`src/rtl/core/rfeu_pkg.sv`:
```
// Package of the register file execute unit: sizes, opcodes, state and
// control types shared by the controller, the datapath and the top level.
// Depends on nothing.
`default_nettype none

package rfeu_pkg;

  // Register file size and derived address width.
  localparam int NumRegs = 32;
  localparam int RegAw   = (NumRegs > 1) ? $clog2(NumRegs) : 1;

  // Field widths of the instruction and the result.
  localparam int OpW    = 5;
  localparam int IdxW   = 5;
  localparam int DataW  = 32;

  // The divider produces one quotient bit per step.
  localparam int DivSteps = DataW;
  localparam int DivCntW  = $clog2(DivSteps);

  // Instruction opcodes.
  typedef enum logic [OpW-1:0] {
    OpNop   = 5'd0,
    OpAdd   = 5'd1,
    OpSub   = 5'd2,
    OpMul   = 5'd3,
    OpDiv   = 5'd4,
    OpLi    = 5'd5,
    OpInc   = 5'd6,
    OpDec   = 5'd7,
    OpJump  = 5'd8,
    OpBeq   = 5'd9,
    OpBne   = 5'd10,
    OpBgez  = 5'd11,
    OpBgtz  = 5'd12,
    OpBlez  = 5'd13,
    OpBltz  = 5'd14,
    OpLoad  = 5'd15,
    OpStore = 5'd16,
    OpHalt  = 5'd17
  } op_e;

  // Controller states.
  typedef enum logic [2:0] {
    StIdle,
    StRdA,
    StRdB,
    StExec,
    StDiv,
    StFin
  } state_e;

  // One decoded instruction.
  typedef struct packed {
    logic [OpW-1:0]          opcode;
    logic [IdxW-1:0]         dest_reg;
    logic [IdxW-1:0]         src_a_reg;
    logic [IdxW-1:0]         src_b_reg;
    logic signed [DataW-1:0] immediate;
    logic signed [DataW-1:0] load_value;
  } instr_t;

  // One executed result.
  typedef struct packed {
    logic                    reg_write_valid;
    logic [IdxW-1:0]         reg_write_index;
    logic signed [DataW-1:0] reg_write_value;
    logic                    redirect;
    logic [DataW-1:0]        redirect_target;
    logic                    store_valid;
    logic signed [DataW-1:0] store_value;
    logic                    halted;
    logic                    divide_by_zero;
  } result_t;

  // Commands from the controller to the datapath.
  typedef struct packed {
    logic load_instr;
    logic rd_second;
    logic cap_a;
    logic cap_b;
    logic div_start;
    logic div_step;
    logic load_result;
  } cmd_t;

  // Status from the datapath to the controller.
  typedef struct packed {
    logic div_go;
    logic out_free;
  } sts_t;

  // True when a register index addresses an existing register.
  function automatic logic reg_idx_ok(logic [IdxW-1:0] idx);
    return int'(idx) < NumRegs;
  endfunction

  // Register file address of a register index.
  function automatic logic [RegAw-1:0] reg_addr(logic [IdxW-1:0] idx);
    return RegAw'(idx);
  endfunction

endpackage

`default_nettype wire

```
`src/rtl/core/rfeu_req_if.sv`:
```
// Request channel of the execute unit: valid/ready plus instruction fields.
// Depends on rfeu_pkg for the field widths.
`default_nettype none

interface rfeu_req_if;
  logic                              valid;
  logic                              ready;
  logic [rfeu_pkg::OpW-1:0]          opcode;
  logic [rfeu_pkg::IdxW-1:0]         dest_reg;
  logic [rfeu_pkg::IdxW-1:0]         src_a_reg;
  logic [rfeu_pkg::IdxW-1:0]         src_b_reg;
  logic signed [rfeu_pkg::DataW-1:0] immediate;
  logic signed [rfeu_pkg::DataW-1:0] load_value;

  modport source (
    output valid, opcode, dest_reg, src_a_reg, src_b_reg, immediate, load_value,
    input  ready
  );

  modport sink (
    input  valid, opcode, dest_reg, src_a_reg, src_b_reg, immediate, load_value,
    output ready
  );
endinterface

`default_nettype wire

```
`src/rtl/core/rfeu_rsp_if.sv`:
```
// Result channel of the execute unit: valid/ready plus result fields.
// Depends on rfeu_pkg for the field widths.
`default_nettype none

interface rfeu_rsp_if;
  logic                              valid;
  logic                              ready;
  logic                              reg_write_valid;
  logic [rfeu_pkg::IdxW-1:0]         reg_write_index;
  logic signed [rfeu_pkg::DataW-1:0] reg_write_value;
  logic                              redirect;
  logic [rfeu_pkg::DataW-1:0]        redirect_target;
  logic                              store_valid;
  logic signed [rfeu_pkg::DataW-1:0] store_value;
  logic                              halted;
  logic                              divide_by_zero;

  modport source (
    output valid, reg_write_valid, reg_write_index, reg_write_value, redirect,
           redirect_target, store_valid, store_value, halted, divide_by_zero,
    input  ready
  );

  modport sink (
    input  valid, reg_write_valid, reg_write_index, reg_write_value, redirect,
           redirect_target, store_valid, store_value, halted, divide_by_zero,
    output ready
  );
endinterface

`default_nettype wire

```
`src/rtl/core/rfeu_ram.sv`:
```
// Generic single-write, single-read RAM with a registered read port.
// Depends on nothing.
`default_nettype none

module rfeu_ram #(
  parameter int Width = 32,
  parameter int Depth = 32
) (
  input  wire logic                     clk_i,
  input  wire logic                     we_i,
  input  wire logic [$clog2(Depth)-1:0] waddr_i,
  input  wire logic [Width-1:0]         wdata_i,
  input  wire logic [$clog2(Depth)-1:0] raddr_i,
  output logic      [Width-1:0]         rdata_o
);

  logic [Width-1:0] mem_q [Depth];

  // Synchronous write and registered read.
  always_ff @(posedge clk_i) begin
    if (we_i) begin
      mem_q[waddr_i] <= wdata_i;
    end
    rdata_o <= mem_q[raddr_i];
  end

endmodule

`default_nettype wire

```
`src/rtl/core/rfeu_ctrl.sv`:
```
// Controller of the execute unit: sequences register reads, the divider
// and the result hand-off. Depends on rfeu_pkg.
`default_nettype none

module rfeu_ctrl (
  input  wire logic          clk_i,
  input  wire logic          rst_ni,
  input  wire logic          req_valid_i,
  output logic               req_ready_o,
  input  wire rfeu_pkg::sts_t sts_i,
  output rfeu_pkg::cmd_t     cmd_o
);

  rfeu_pkg::state_e state_q, state_d;
  logic [rfeu_pkg::DivCntW-1:0] cnt_q, cnt_d;
  logic div_last;

  assign div_last = (cnt_q == rfeu_pkg::DivCntW'(rfeu_pkg::DivSteps - 1));

  // Next state.
  always_comb begin
    state_d = state_q;
    case (state_q)
      rfeu_pkg::StIdle: begin
        if (req_valid_i) state_d = rfeu_pkg::StRdA;
      end
      rfeu_pkg::StRdA: state_d = rfeu_pkg::StRdB;
      rfeu_pkg::StRdB: state_d = rfeu_pkg::StExec;
      rfeu_pkg::StExec: begin
        state_d = sts_i.div_go ? rfeu_pkg::StDiv : rfeu_pkg::StFin;
      end
      rfeu_pkg::StDiv: begin
        if (div_last) state_d = rfeu_pkg::StFin;
      end
      rfeu_pkg::StFin: begin
        if (sts_i.out_free) state_d = rfeu_pkg::StIdle;
      end
      default: state_d = rfeu_pkg::StIdle;
    endcase
  end

  // Outputs to the datapath and the request channel.
  always_comb begin
    cmd_o       = '0;
    req_ready_o = 1'b0;
    case (state_q)
      rfeu_pkg::StIdle: begin
        req_ready_o         = 1'b1;
        cmd_o.load_instr    = req_valid_i;
      end
      rfeu_pkg::StRdA: cmd_o.rd_second = 1'b0;
      rfeu_pkg::StRdB: begin
        cmd_o.rd_second = 1'b1;
        cmd_o.cap_a     = 1'b1;
      end
      rfeu_pkg::StExec: begin
        cmd_o.cap_b     = 1'b1;
        cmd_o.div_start = sts_i.div_go;
      end
      rfeu_pkg::StDiv: cmd_o.div_step = 1'b1;
      rfeu_pkg::StFin: cmd_o.load_result = sts_i.out_free;
      default: cmd_o = '0;
    endcase
  end

  // Divider step counter.
  always_comb begin
    cnt_d = cnt_q;
    if (state_q == rfeu_pkg::StExec) begin
      cnt_d = '0;
    end else if (state_q == rfeu_pkg::StDiv) begin
      cnt_d = cnt_q + 1'b1;
    end
  end

  always_ff @(posedge clk_i or negedge rst_ni) begin
    if (!rst_ni) begin
      state_q <= rfeu_pkg::StIdle;
      cnt_q   <= '0;
    end else begin
      state_q <= state_d;
      cnt_q   <= cnt_d;
    end
  end

endmodule

`default_nettype wire

```
`src/rtl/core/rfeu_dp.sv`:
```
// Datapath of the execute unit: register file, operand registers, the
// bit-serial divider, the ALU and the result register. Depends on rfeu_pkg
// and rfeu_ram.
`default_nettype none

module rfeu_dp (
  input  wire logic             clk_i,
  input  wire logic             rst_ni,
  input  wire rfeu_pkg::instr_t instr_i,
  input  wire rfeu_pkg::cmd_t   cmd_i,
  output rfeu_pkg::sts_t        sts_o,
  input  wire logic             rsp_ready_i,
  output logic                  rsp_valid_o,
  output rfeu_pkg::result_t     result_o
);

  localparam int DW = rfeu_pkg::DataW;

  rfeu_pkg::instr_t  instr_q;
  rfeu_pkg::result_t res_d, res_q;
  logic              rsp_valid_q;

  logic [rfeu_pkg::NumRegs-1:0] written_q;
  logic [rfeu_pkg::IdxW-1:0]    rd_idx;
  logic [rfeu_pkg::RegAw-1:0]   raddr;
  logic [DW-1:0]                rdata;
  logic                         rvld_q;
  logic [DW-1:0]                rval;
  logic [DW-1:0]                a_q, b_q;

  logic [DW-1:0] quo_q, rem_q, mb_q;
  logic          neg_q;
  logic [DW:0]   shifted, diff;
  logic          we;

  // Instruction register.
  always_ff @(posedge clk_i) begin
    if (cmd_i.load_instr) instr_q <= instr_i;
  end

  // Register file read: source A first, then source B or the destination.
  always_comb begin
    rd_idx = instr_q.src_a_reg;
    if (cmd_i.rd_second) begin
      if (instr_q.opcode == rfeu_pkg::OpInc || instr_q.opcode == rfeu_pkg::OpDec) begin
        rd_idx = instr_q.dest_reg;
      end else begin
        rd_idx = instr_q.src_b_reg;
      end
    end
  end

  assign raddr = rfeu_pkg::reg_addr(rd_idx);

  rfeu_ram #(
    .Width(DW),
    .Depth(rfeu_pkg::NumRegs)
  ) u_regs (
    .clk_i  (clk_i),
    .we_i   (we),
    .waddr_i(rfeu_pkg::reg_addr(res_d.reg_write_index)),
    .wdata_i(res_d.reg_write_value),
    .raddr_i(raddr),
    .rdata_o(rdata)
  );

  // A register never written since reset, or out of range, reads as zero.
  always_ff @(posedge clk_i) begin
    rvld_q <= rfeu_pkg::reg_idx_ok(rd_idx) && written_q[raddr];
  end

  assign rval = rvld_q ? rdata : '0;

  // Operand registers.
  always_ff @(posedge clk_i) begin
    if (cmd_i.cap_a) a_q <= rval;
    if (cmd_i.cap_b) b_q <= rval;
  end

  // Valid bits of the register file entries.
  assign we = cmd_i.load_result && res_d.reg_write_valid;

  always_ff @(posedge clk_i or negedge rst_ni) begin
    if (!rst_ni) begin
      written_q <= '0;
    end else if (we) begin
      written_q[rfeu_pkg::reg_addr(res_d.reg_write_index)] <= 1'b1;
    end
  end

  // Restoring divider on magnitudes, one quotient bit per step.
  assign shifted = {rem_q, quo_q[DW-1]};
  assign diff    = shifted - {1'b0, mb_q};

  always_ff @(posedge clk_i) begin
    if (cmd_i.div_start) begin
      quo_q <= a_q[DW-1] ? (DW'(0) - a_q) : a_q;
      mb_q  <= rval[DW-1] ? (DW'(0) - rval) : rval;
      rem_q <= '0;
      neg_q <= a_q[DW-1] ^ rval[DW-1];
    end else if (cmd_i.div_step) begin
      rem_q <= diff[DW] ? shifted[DW-1:0] : diff[DW-1:0];
      quo_q <= {quo_q[DW-2:0], ~diff[DW]};
    end
  end

  assign sts_o.div_go = (instr_q.opcode == rfeu_pkg::OpDiv) && (rval != '0);

  // Result of the instruction.
  always_comb begin
    logic          wr;
    logic          taken;
    logic [DW-1:0] wval;
    wr    = 1'b0;
    taken = 1'b0;
    wval  = '0;
    res_d = '0;
    case (instr_q.opcode)
      rfeu_pkg::OpAdd: begin
        wr = 1'b1; wval = a_q + b_q;
      end
      rfeu_pkg::OpSub: begin
        wr = 1'b1; wval = a_q - b_q;
      end
      rfeu_pkg::OpMul: begin
        wr = 1'b1; wval = a_q * b_q;
      end
      rfeu_pkg::OpDiv: begin
        wr = 1'b1;
        if (b_q == '0) begin
          res_d.divide_by_zero = 1'b1;
        end else begin
          wval = neg_q ? (DW'(0) - quo_q) : quo_q;
        end
      end
      rfeu_pkg::OpLi: begin
        wr = 1'b1; wval = instr_q.immediate;
      end
      rfeu_pkg::OpInc: begin
        wr = 1'b1; wval = b_q + 1'b1;
      end
      rfeu_pkg::OpDec: begin
        wr = 1'b1; wval = b_q - 1'b1;
      end
      rfeu_pkg::OpJump: taken = 1'b1;
      rfeu_pkg::OpBeq:  taken = (a_q == b_q);
      rfeu_pkg::OpBne:  taken = (a_q != b_q);
      rfeu_pkg::OpBgez: taken = ~a_q[DW-1];
      rfeu_pkg::OpBgtz: taken = ~a_q[DW-1] && (a_q != '0);
      rfeu_pkg::OpBlez: taken = a_q[DW-1] || (a_q == '0);
      rfeu_pkg::OpBltz: taken = a_q[DW-1];
      rfeu_pkg::OpLoad: begin
        wr = 1'b1; wval = instr_q.load_value;
      end
      rfeu_pkg::OpStore: begin
        res_d.store_valid = 1'b1;
        res_d.store_value = a_q;
      end
      rfeu_pkg::OpHalt: res_d.halted = 1'b1;
      default: wr = 1'b0;
    endcase

    // A write to a register that does not exist is dropped.
    if (wr && rfeu_pkg::reg_idx_ok(instr_q.dest_reg)) begin
      res_d.reg_write_valid = 1'b1;
      res_d.reg_write_index = instr_q.dest_reg;
      res_d.reg_write_value = wval;
    end
    if (taken) begin
      res_d.redirect        = 1'b1;
      res_d.redirect_target = instr_q.immediate - 1'b1;
    end
  end

  // Output register.
  assign sts_o.out_free = ~rsp_valid_q || rsp_ready_i;

  always_ff @(posedge clk_i) begin
    if (cmd_i.load_result) res_q <= res_d;
  end

  always_ff @(posedge clk_i or negedge rst_ni) begin
    if (!rst_ni) begin
      rsp_valid_q <= 1'b0;
    end else if (cmd_i.load_result) begin
      rsp_valid_q <= 1'b1;
    end else if (rsp_ready_i) begin
      rsp_valid_q <= 1'b0;
    end
  end

  assign rsp_valid_o = rsp_valid_q;
  assign result_o    = res_q;

endmodule

`default_nettype wire

```
`src/rtl/core/register_file_execute_unit_core.sv`:
```
// Execute stage of a small RISC machine: each request is one decoded
// instruction run against a 32-entry register file that reads as zero after
// reset, and each request yields exactly one result. Requests are taken one
// at a time. After a request is accepted the controller steps through
// StRdA, StRdB and StExec, then StDiv for a division with a nonzero divisor,
// and StFin, which registers the result once the output register is free.
// The next request can be accepted in the cycle after the result is
// registered. The pace is set by the single read port of the register file
// (operands are fetched one after the other) and by the divider, which makes
// one quotient bit per cycle. A finished result waits in the output register
// while the next request is already being taken. No clearing pass runs after
// reset.
// Depends on rfeu_pkg, rfeu_req_if, rfeu_rsp_if, rfeu_ctrl and rfeu_dp.
`default_nettype none

module register_file_execute_unit_core (
  input  wire logic   clk_i,
  input  wire logic   rst_ni,
  rfeu_req_if.sink    req_i,
  rfeu_rsp_if.source  rsp_o
);

  rfeu_pkg::instr_t  instr;
  rfeu_pkg::result_t result;
  rfeu_pkg::cmd_t    cmd;
  rfeu_pkg::sts_t    sts;
  logic              ready;
  logic              rsp_valid;

  // Gather the request fields.
  assign instr.opcode     = req_i.opcode;
  assign instr.dest_reg   = req_i.dest_reg;
  assign instr.src_a_reg  = req_i.src_a_reg;
  assign instr.src_b_reg  = req_i.src_b_reg;
  assign instr.immediate  = req_i.immediate;
  assign instr.load_value = req_i.load_value;
  assign req_i.ready      = ready;

  rfeu_ctrl u_ctrl (
    .clk_i      (clk_i),
    .rst_ni     (rst_ni),
    .req_valid_i(req_i.valid),
    .req_ready_o(ready),
    .sts_i      (sts),
    .cmd_o      (cmd)
  );

  rfeu_dp u_dp (
    .clk_i      (clk_i),
    .rst_ni     (rst_ni),
    .instr_i    (instr),
    .cmd_i      (cmd),
    .sts_o      (sts),
    .rsp_ready_i(rsp_o.ready),
    .rsp_valid_o(rsp_valid),
    .result_o   (result)
  );

  // Drive the result channel.
  assign rsp_o.valid           = rsp_valid;
  assign rsp_o.reg_write_valid = result.reg_write_valid;
  assign rsp_o.reg_write_index = result.reg_write_index;
  assign rsp_o.reg_write_value = result.reg_write_value;
  assign rsp_o.redirect        = result.redirect;
  assign rsp_o.redirect_target = result.redirect_target;
  assign rsp_o.store_valid     = result.store_valid;
  assign rsp_o.store_value     = result.store_value;
  assign rsp_o.halted          = result.halted;
  assign rsp_o.divide_by_zero  = result.divide_by_zero;

endmodule

`default_nettype wire

```
`src/flat_wrapper.sv`:
```
// flat-port wrapper written by rule: the top's interface ports become plain ports
module register_file_execute_unit_core_flat 
  (clk_i, rst_ni, req_i_valid, req_i_opcode, req_i_dest_reg, req_i_src_a_reg, req_i_src_b_reg, req_i_immediate, req_i_load_value, req_i_ready, rsp_o_valid, rsp_o_reg_write_valid, rsp_o_reg_write_index, rsp_o_reg_write_value, rsp_o_redirect, rsp_o_redirect_target, rsp_o_store_valid, rsp_o_store_value, rsp_o_halted, rsp_o_divide_by_zero, rsp_o_ready);
  rfeu_req_if req_i_i ();
  rfeu_rsp_if rsp_o_i ();
  input  wire logic clk_i;
  input  wire logic rst_ni;
  input wire logic [$bits(req_i_i.valid)-1:0] req_i_valid;
  input wire logic [$bits(req_i_i.opcode)-1:0] req_i_opcode;
  input wire logic [$bits(req_i_i.dest_reg)-1:0] req_i_dest_reg;
  input wire logic [$bits(req_i_i.src_a_reg)-1:0] req_i_src_a_reg;
  input wire logic [$bits(req_i_i.src_b_reg)-1:0] req_i_src_b_reg;
  input wire logic [$bits(req_i_i.immediate)-1:0] req_i_immediate;
  input wire logic [$bits(req_i_i.load_value)-1:0] req_i_load_value;
  output wire logic [$bits(req_i_i.ready)-1:0] req_i_ready;
  output wire logic [$bits(rsp_o_i.valid)-1:0] rsp_o_valid;
  output wire logic [$bits(rsp_o_i.reg_write_valid)-1:0] rsp_o_reg_write_valid;
  output wire logic [$bits(rsp_o_i.reg_write_index)-1:0] rsp_o_reg_write_index;
  output wire logic [$bits(rsp_o_i.reg_write_value)-1:0] rsp_o_reg_write_value;
  output wire logic [$bits(rsp_o_i.redirect)-1:0] rsp_o_redirect;
  output wire logic [$bits(rsp_o_i.redirect_target)-1:0] rsp_o_redirect_target;
  output wire logic [$bits(rsp_o_i.store_valid)-1:0] rsp_o_store_valid;
  output wire logic [$bits(rsp_o_i.store_value)-1:0] rsp_o_store_value;
  output wire logic [$bits(rsp_o_i.halted)-1:0] rsp_o_halted;
  output wire logic [$bits(rsp_o_i.divide_by_zero)-1:0] rsp_o_divide_by_zero;
  input wire logic [$bits(rsp_o_i.ready)-1:0] rsp_o_ready;
  assign req_i_i.valid = req_i_valid;
  assign req_i_i.opcode = req_i_opcode;
  assign req_i_i.dest_reg = req_i_dest_reg;
  assign req_i_i.src_a_reg = req_i_src_a_reg;
  assign req_i_i.src_b_reg = req_i_src_b_reg;
  assign req_i_i.immediate = req_i_immediate;
  assign req_i_i.load_value = req_i_load_value;
  assign req_i_ready = req_i_i.ready;
  assign rsp_o_valid = rsp_o_i.valid;
  assign rsp_o_reg_write_valid = rsp_o_i.reg_write_valid;
  assign rsp_o_reg_write_index = rsp_o_i.reg_write_index;
  assign rsp_o_reg_write_value = rsp_o_i.reg_write_value;
  assign rsp_o_redirect = rsp_o_i.redirect;
  assign rsp_o_redirect_target = rsp_o_i.redirect_target;
  assign rsp_o_store_valid = rsp_o_i.store_valid;
  assign rsp_o_store_value = rsp_o_i.store_value;
  assign rsp_o_halted = rsp_o_i.halted;
  assign rsp_o_divide_by_zero = rsp_o_i.divide_by_zero;
  assign rsp_o_i.ready = rsp_o_ready;
  register_file_execute_unit_core u_core (.clk_i(clk_i), .rst_ni(rst_ni), .req_i(req_i_i), .rsp_o(rsp_o_i));
endmodule
```
`config.mk`:
```
export PLATFORM = sky130hd
export DESIGN_NAME = register_file_execute_unit_core_flat
export DESIGN_NICKNAME = d
export VERILOG_FILES = /design/src/rtl/core/rfeu_pkg.sv /design/src/rtl/core/rfeu_req_if.sv /design/src/rtl/core/rfeu_rsp_if.sv /design/src/rtl/core/rfeu_ram.sv /design/src/rtl/core/rfeu_ctrl.sv /design/src/rtl/core/rfeu_dp.sv /design/src/rtl/core/register_file_execute_unit_core.sv /design/src/flat_wrapper.sv
export SDC_FILE = /design/constraint.sdc
export NUM_CORES = 2
export LEC_CHECK = 0
export ABC_CLOCK_PERIOD_IN_PS = 8400
export BUFFER_PORTS_ARGS = -buffer_cell sky130_fd_sc_hd__buf_2
export CORE_MARGIN = 5
export CORE_UTILIZATION = 57
export DETAILED_ROUTE_END_ITERATION = 8
export PLACE_DENSITY = 0.88
export SYNTH_ARGS = -nofsm -noshare
export SYNTH_HDL_FRONTEND = slang
export SYNTH_SLANG_ARGS = --single-unit
```
`constraint.sdc`:
```
create_clock -name clk_i -period 8.4 [get_ports clk_i]
set_input_delay 0.84 -clock clk_i [delete_from_list [all_inputs] [get_ports clk_i]]
set_output_delay 0.84 -clock clk_i [all_outputs]
set_load 0.01 [all_outputs]
```
# == Word-level counts from Yosys, hierarchy flattened ==
# Memory sizes are Yosys's and may differ from the RTL's. A register that Yosys moved wholly into a read port is not among the register bits.
# Cells that the tools add are included.
# Widths: inputs -> output; s select.
# totals
wordCells,131
n_memories,1
ramBits,1024
regBits,393
input_bits,88
output_inout_bits,108
# op_classes
muxes,39
reduce_logical,17
n_lt_le_gt_ge,3
n_bitwise,5
eq_ne,28
add_sub_neg,10
multipliers,1
# mem_list
name,depth,word_bits,rd,rd_ports_with_merged_regs,write_ports,line,rtl
u_core.u_dp.u_regs.mem_q,32,32,1,1,1,rfeu_ram.sv:17,logic [Width-1:0] mem_q [Depth];
# op_table
op,n
$pmux 32 s8,1
$mux 32,7
$sub 1x32->32 const A,3
$mux 33,2
$logic_not 32->1,2
$reduce_bool 32->1,2
$sub 32x1->32 const B,2
$eq 5x4->1 const B,8
$mux 38,1
$sub 33x32->33,1
$add 32x1->32 const B,1
$add 32x32->32,1
$eq 32x32->1,1
$mul 32x32->32,1
$ne 32x32->1,1
$or 32x32->32,1
$sub 32x32->32,1
$mux 31,1
$eq 5x3->1 const B,4
$mux 5,4
$pmux 3 s6,1
$eq 5x5->1 const B,3
$mux 1,15
$lt 5x6->1 const B,2
21 further kinds,37

# == Logic depth before layout (Yosys ltp) ==
# depth
depth_word,10
mapped_depth,28
depth_no_buf,26

# == By module ==
# A second synthesis with hierarchy kept.
# hier_totals
cells_unflattened,6286
area_unflattened_um2,79492.5
# by_module_without_submodules
mod,n_inst,cells_each,seq_area_each_um2,area_each_um2
rfeu_ram,1,2260,31390.1,40485.1
rfeu_dp,1,3983,11065.6,38548.2
rfeu_ctrl,1,43,200.2,459.2

# == Worst setup path before layout ==
# No wires, ideal clock.
# synth_path
path_type,input to register
start,input port rsp_o_ready
end,memory u_core.u_dp.u_regs.mem_q[21][0] (enable)
required_time_ps,7978
setup_slack_ps,-172
setup_time_ps,422
path_buffers,0
path_stages,4
arrival_time_ps,8150
path_cell_list,nor2b_1 -> nor2_1 -> nand4b_1 -> nor2_1
# synth_rtl
item,line,rtl
start: declaration,flat_wrapper.sv:26,input wire logic [$bits(rsp_o_i.ready)-1:0] rsp_o_ready;
end: declaration,rfeu_ram.sv:17,

==> results.toml <==
[hold_path]
min-delay-start = "req_i_src_a_reg[4]"
min_path_cells = 1
min_to = "u_core.u_dp.instr_q[73]"
hold_class = "input pin to flip-flop"

[timing]
fin_crit_sh_pct = 98.5
fin_ws_ns = 0.124
period_needed_ns = 8.28
rsz0062_at_grt = "false"
setup-tns-final_ns = 0
clock_skew_ns = 0.0758
tightest_slew_ns = 1.35
final-hold-violation-count = 0
slew_headroom_pct = 10.0
fmax_ghz = 0.121
drv_slew = 0
setup_viol = 0

[placement]
gp_congestion = 1.04
hpwl_mm = 161
io_buffers = 195
place_ws_ns = 0.294
place_inst = 7620

[synth]
async_flop_share_pct = 2.83
yosys.area.top_type_share_pct = 51.3
yosysMostFrequentCell = "edfxtp_1"
yosysSeqAreaShare_pct = 54.2
ys_ff_latch = 1449
synth_area_um2 = 78600
syn_inst = 5740
synth_top_cell_by_area = "edfxtp_1"
synth-edff-count = 1343
synth_nets = 6479
synthTopCellsByCount = "1343 x edfxtp_1, 498 x inv_1, 436 x nand2_1"
ys_warn_count = 0
ys.flop_type = "edfxtp_1"
post_synth_num_cell_types = 77
syn_avg_cell_area_um2 = 13.7
synth_area_leaders = "edfxtp_1 51%, fa_1 10%, mux4_2 7.6%"

[route]
routed_wl_mm = 259
vias_per_cell = 6.75
vias = 53300
avgRoutedWirePerCell_um = 32.8
drt_iter0_markers = 8228
drtPass1Iterations = 9
drc = 0
drtAntennaViolNets = 0

[critical_path]
r2r-start = "u_core.u_dp.a_q[5]"
crit_fanout = 33
cp-end-kind = "flip-flop"
critical_path_class = "flip-flop to flip-flop"
crit_path_cell_trace = "buf_4, nand2_1, fa_1, inv_1, fa_1, inv_1, fa_1, inv_1, fa_1, inv_1, fa_1, fa_1, fa_1, fa_1, xnor2_1, xnor2_1, xnor2_1, xnor2_1, xnor2_1, xnor2_1, xnor2_1, xnor2_1, a221o_1, buf_4"
cp_data_required_time_ns = 8.98
worst_r2r_endpoint = "u_core.u_dp.u_regs.mem_q[29][31]"
setup.worst_path.start = "u_core.u_dp.a_q[5]"
worstSetupStartpointType = "flip-flop"
arrival_ns = 8.85
r2r_slack_ns = 0.12
worstRegToRegCells = 24
cp_slowest_stage_delay_ns = 0.79
cp_slowest_cell = "edfxtp_1"

[floorplanning]
initial_core_util_pct = 57.3
die_w_um = 381
core.rowCount = 136
ioPinCount = 196
die_h_um = 381
die_area_um2 = 145000
coreArea_um2 = 137000

[global_route]
grt_pass1_vias = 54400
grtUsageTotal_pct = 35.3
grt_max_degree = 133
grt.overflow.total = 0
antenna_found_initial = 18
grt_pass1_wl_mm = 372

[cts]
h-tree-depth = 4
clock_path_buffers = 3
path_clk_slew_ns = 0.07
cts_made_buffers = 146
clk-insertion-delay-late_ns = 0.84
holdBufCountCts = 0
root_buffer = "clkbuf_16"
cts_tree = "yes"
cts_sinks = 1449

[final_layout]
stdcell_count = 7904
drive_above_1_share_pct = 17.7
final_core_util_pct = 64.0
fillers = 9272
finalNetCount = 6714
syn2layout_area_growth_pct = 11.7

[run]
maxCapViolations = 0

[outcome]
status = "finished clean"
## stage by stage
step	cell area [µm²]	hold WS (ns)
5_1_grt	87800	0.167
6_report	87900	0.181
3_3_place_gp	82700	0.445
3_5_place_dp	82700	0.450
4_1_cts	87800	0.147
2_1_floorplan	78600	0.434
## metal layers
metal / track usage [%] / vias up / share of wire (%)
li1: - / 21100 / -
met1: 41.7 / 26200 / 32
met2: 55.7 / 4784 / 46
met3: 9.84 / 1318 / 12
met4: 26.3 / 2 / 9.6
met5: 0 / - / 0.0073
## area by class of cell
class | count | area, µm² | area share, %
Tap cell | 1794 | 2240 | 2.55
Clock buffer | 186 | 3940 | 4.48
Sequential cell | 1449 | 42700 | 48.6
Clock inverter | 86 | 1140 | 1.29
Inverter | 499 | 1870 | 2.13
Antenna cell | 11 | 27.5 | 0.0313
Timing Repair Buffer | 392 | 2560 | 2.92
Multi-Input combinational cell | 3487 | 33400 | 38.0
## repair_timing
item,CTS,global route
setup endpoints to repair,0,42
setup buffers,0,0
gates resized for setup,0,2
## placed cells by master (no fill, tap or decap), types with 17 or more instances in the layout
master,instances
a21o_1,50
a21oi_1,199
a222oi_1,26
a31oi_1,31
and2_1,330
buf_2,195
buf_4,188
clkbuf_1,29
clkbuf_16,148
clkinv_2,26
dfrtp_1,41
dfxtp_1,64
edfxtp_1,1343
fa_1,411
ha_1,240
inv_1,497
mux2_2,68
mux2i_1,88
mux4_2,264
nand2_1,436
nand2b_1,38
nand3_1,55
nor2_1,259
nor2_4,34
nor2b_1,20
nor3_1,54
nor4_1,27
o211ai_1,48
o21ai_0,131
o21bai_1,19
o31ai_1,22
or2_2,44
or3_1,29
or4_1,17
xnor2_1,192
xor2_1,115
## registers in the layout, indices dropped and copies added (netlist names)
name and cells:
u_core.u_dp.rsp_valid_o 1, u_core.u_dp.rem_q 32, u_core.u_dp.u_regs.rdata_o 32, u_core.u_ctrl.cnt_q 5
u_core.u_dp.quo_q 32, u_core.u_dp.neg_q 1, u_core.u_dp.instr_q 84, u_core.u_dp.b_q 32
u_core.u_dp.u_regs.mem_q 1024, u_core.u_dp.rvld_q 1, u_core.u_dp.result_o 106, u_core.u_dp.a_q 32
u_core.u_dp.written_q 32, u_core.u_ctrl.state_q 3, u_core.u_dp.mb_q 32
## worst max-delay path, delay by kind of cell, from the launching register on
family	cells	cell delay, ns
adders and majority gates	8	4.01
buffers and inverters	6	1.06
DFF	1	0.79
xor gates and xnor gates	8	1.74
and+or+nand+nor	1	0.10
AOI/OAI and AO/OA	1	0.29
## cells by family after synthesis
group,after synthesis,share of synthesized area [%]
AO/OA/AOI/OAI,695,5.69
adder cells (fa/ha/maj),651,14.3
AND/OR/NAND/NOR,1414,8.87
buffers and inverters,804,3.85
flip-flops,1449,54.2
XOR/XNOR,307,3.42
multiplexers,420,9.65
## worst max path at each step
stage                                  endpoint  slack, ns  cells after the start
2_1_floorplan          u_core.u_dp.result_o[93]       0.20                     24
3_3_place_gp   u_core.u_dp.u_regs.mem_q[12][25]       0.46                     21
3_5_place_dp   u_core.u_dp.u_regs.mem_q[29][25]       0.29                     21
4_1_cts        u_core.u_dp.u_regs.mem_q[26][25]       0.21                     24
5_1_grt        u_core.u_dp.u_regs.mem_q[26][28]       0.03                     22
6_report       u_core.u_dp.u_regs.mem_q[29][31]       0.12                     24
Power is left out: the tool's default activity adds up to more than one toggle a clock period on the data nets, which glitch-free logic cannot reach.
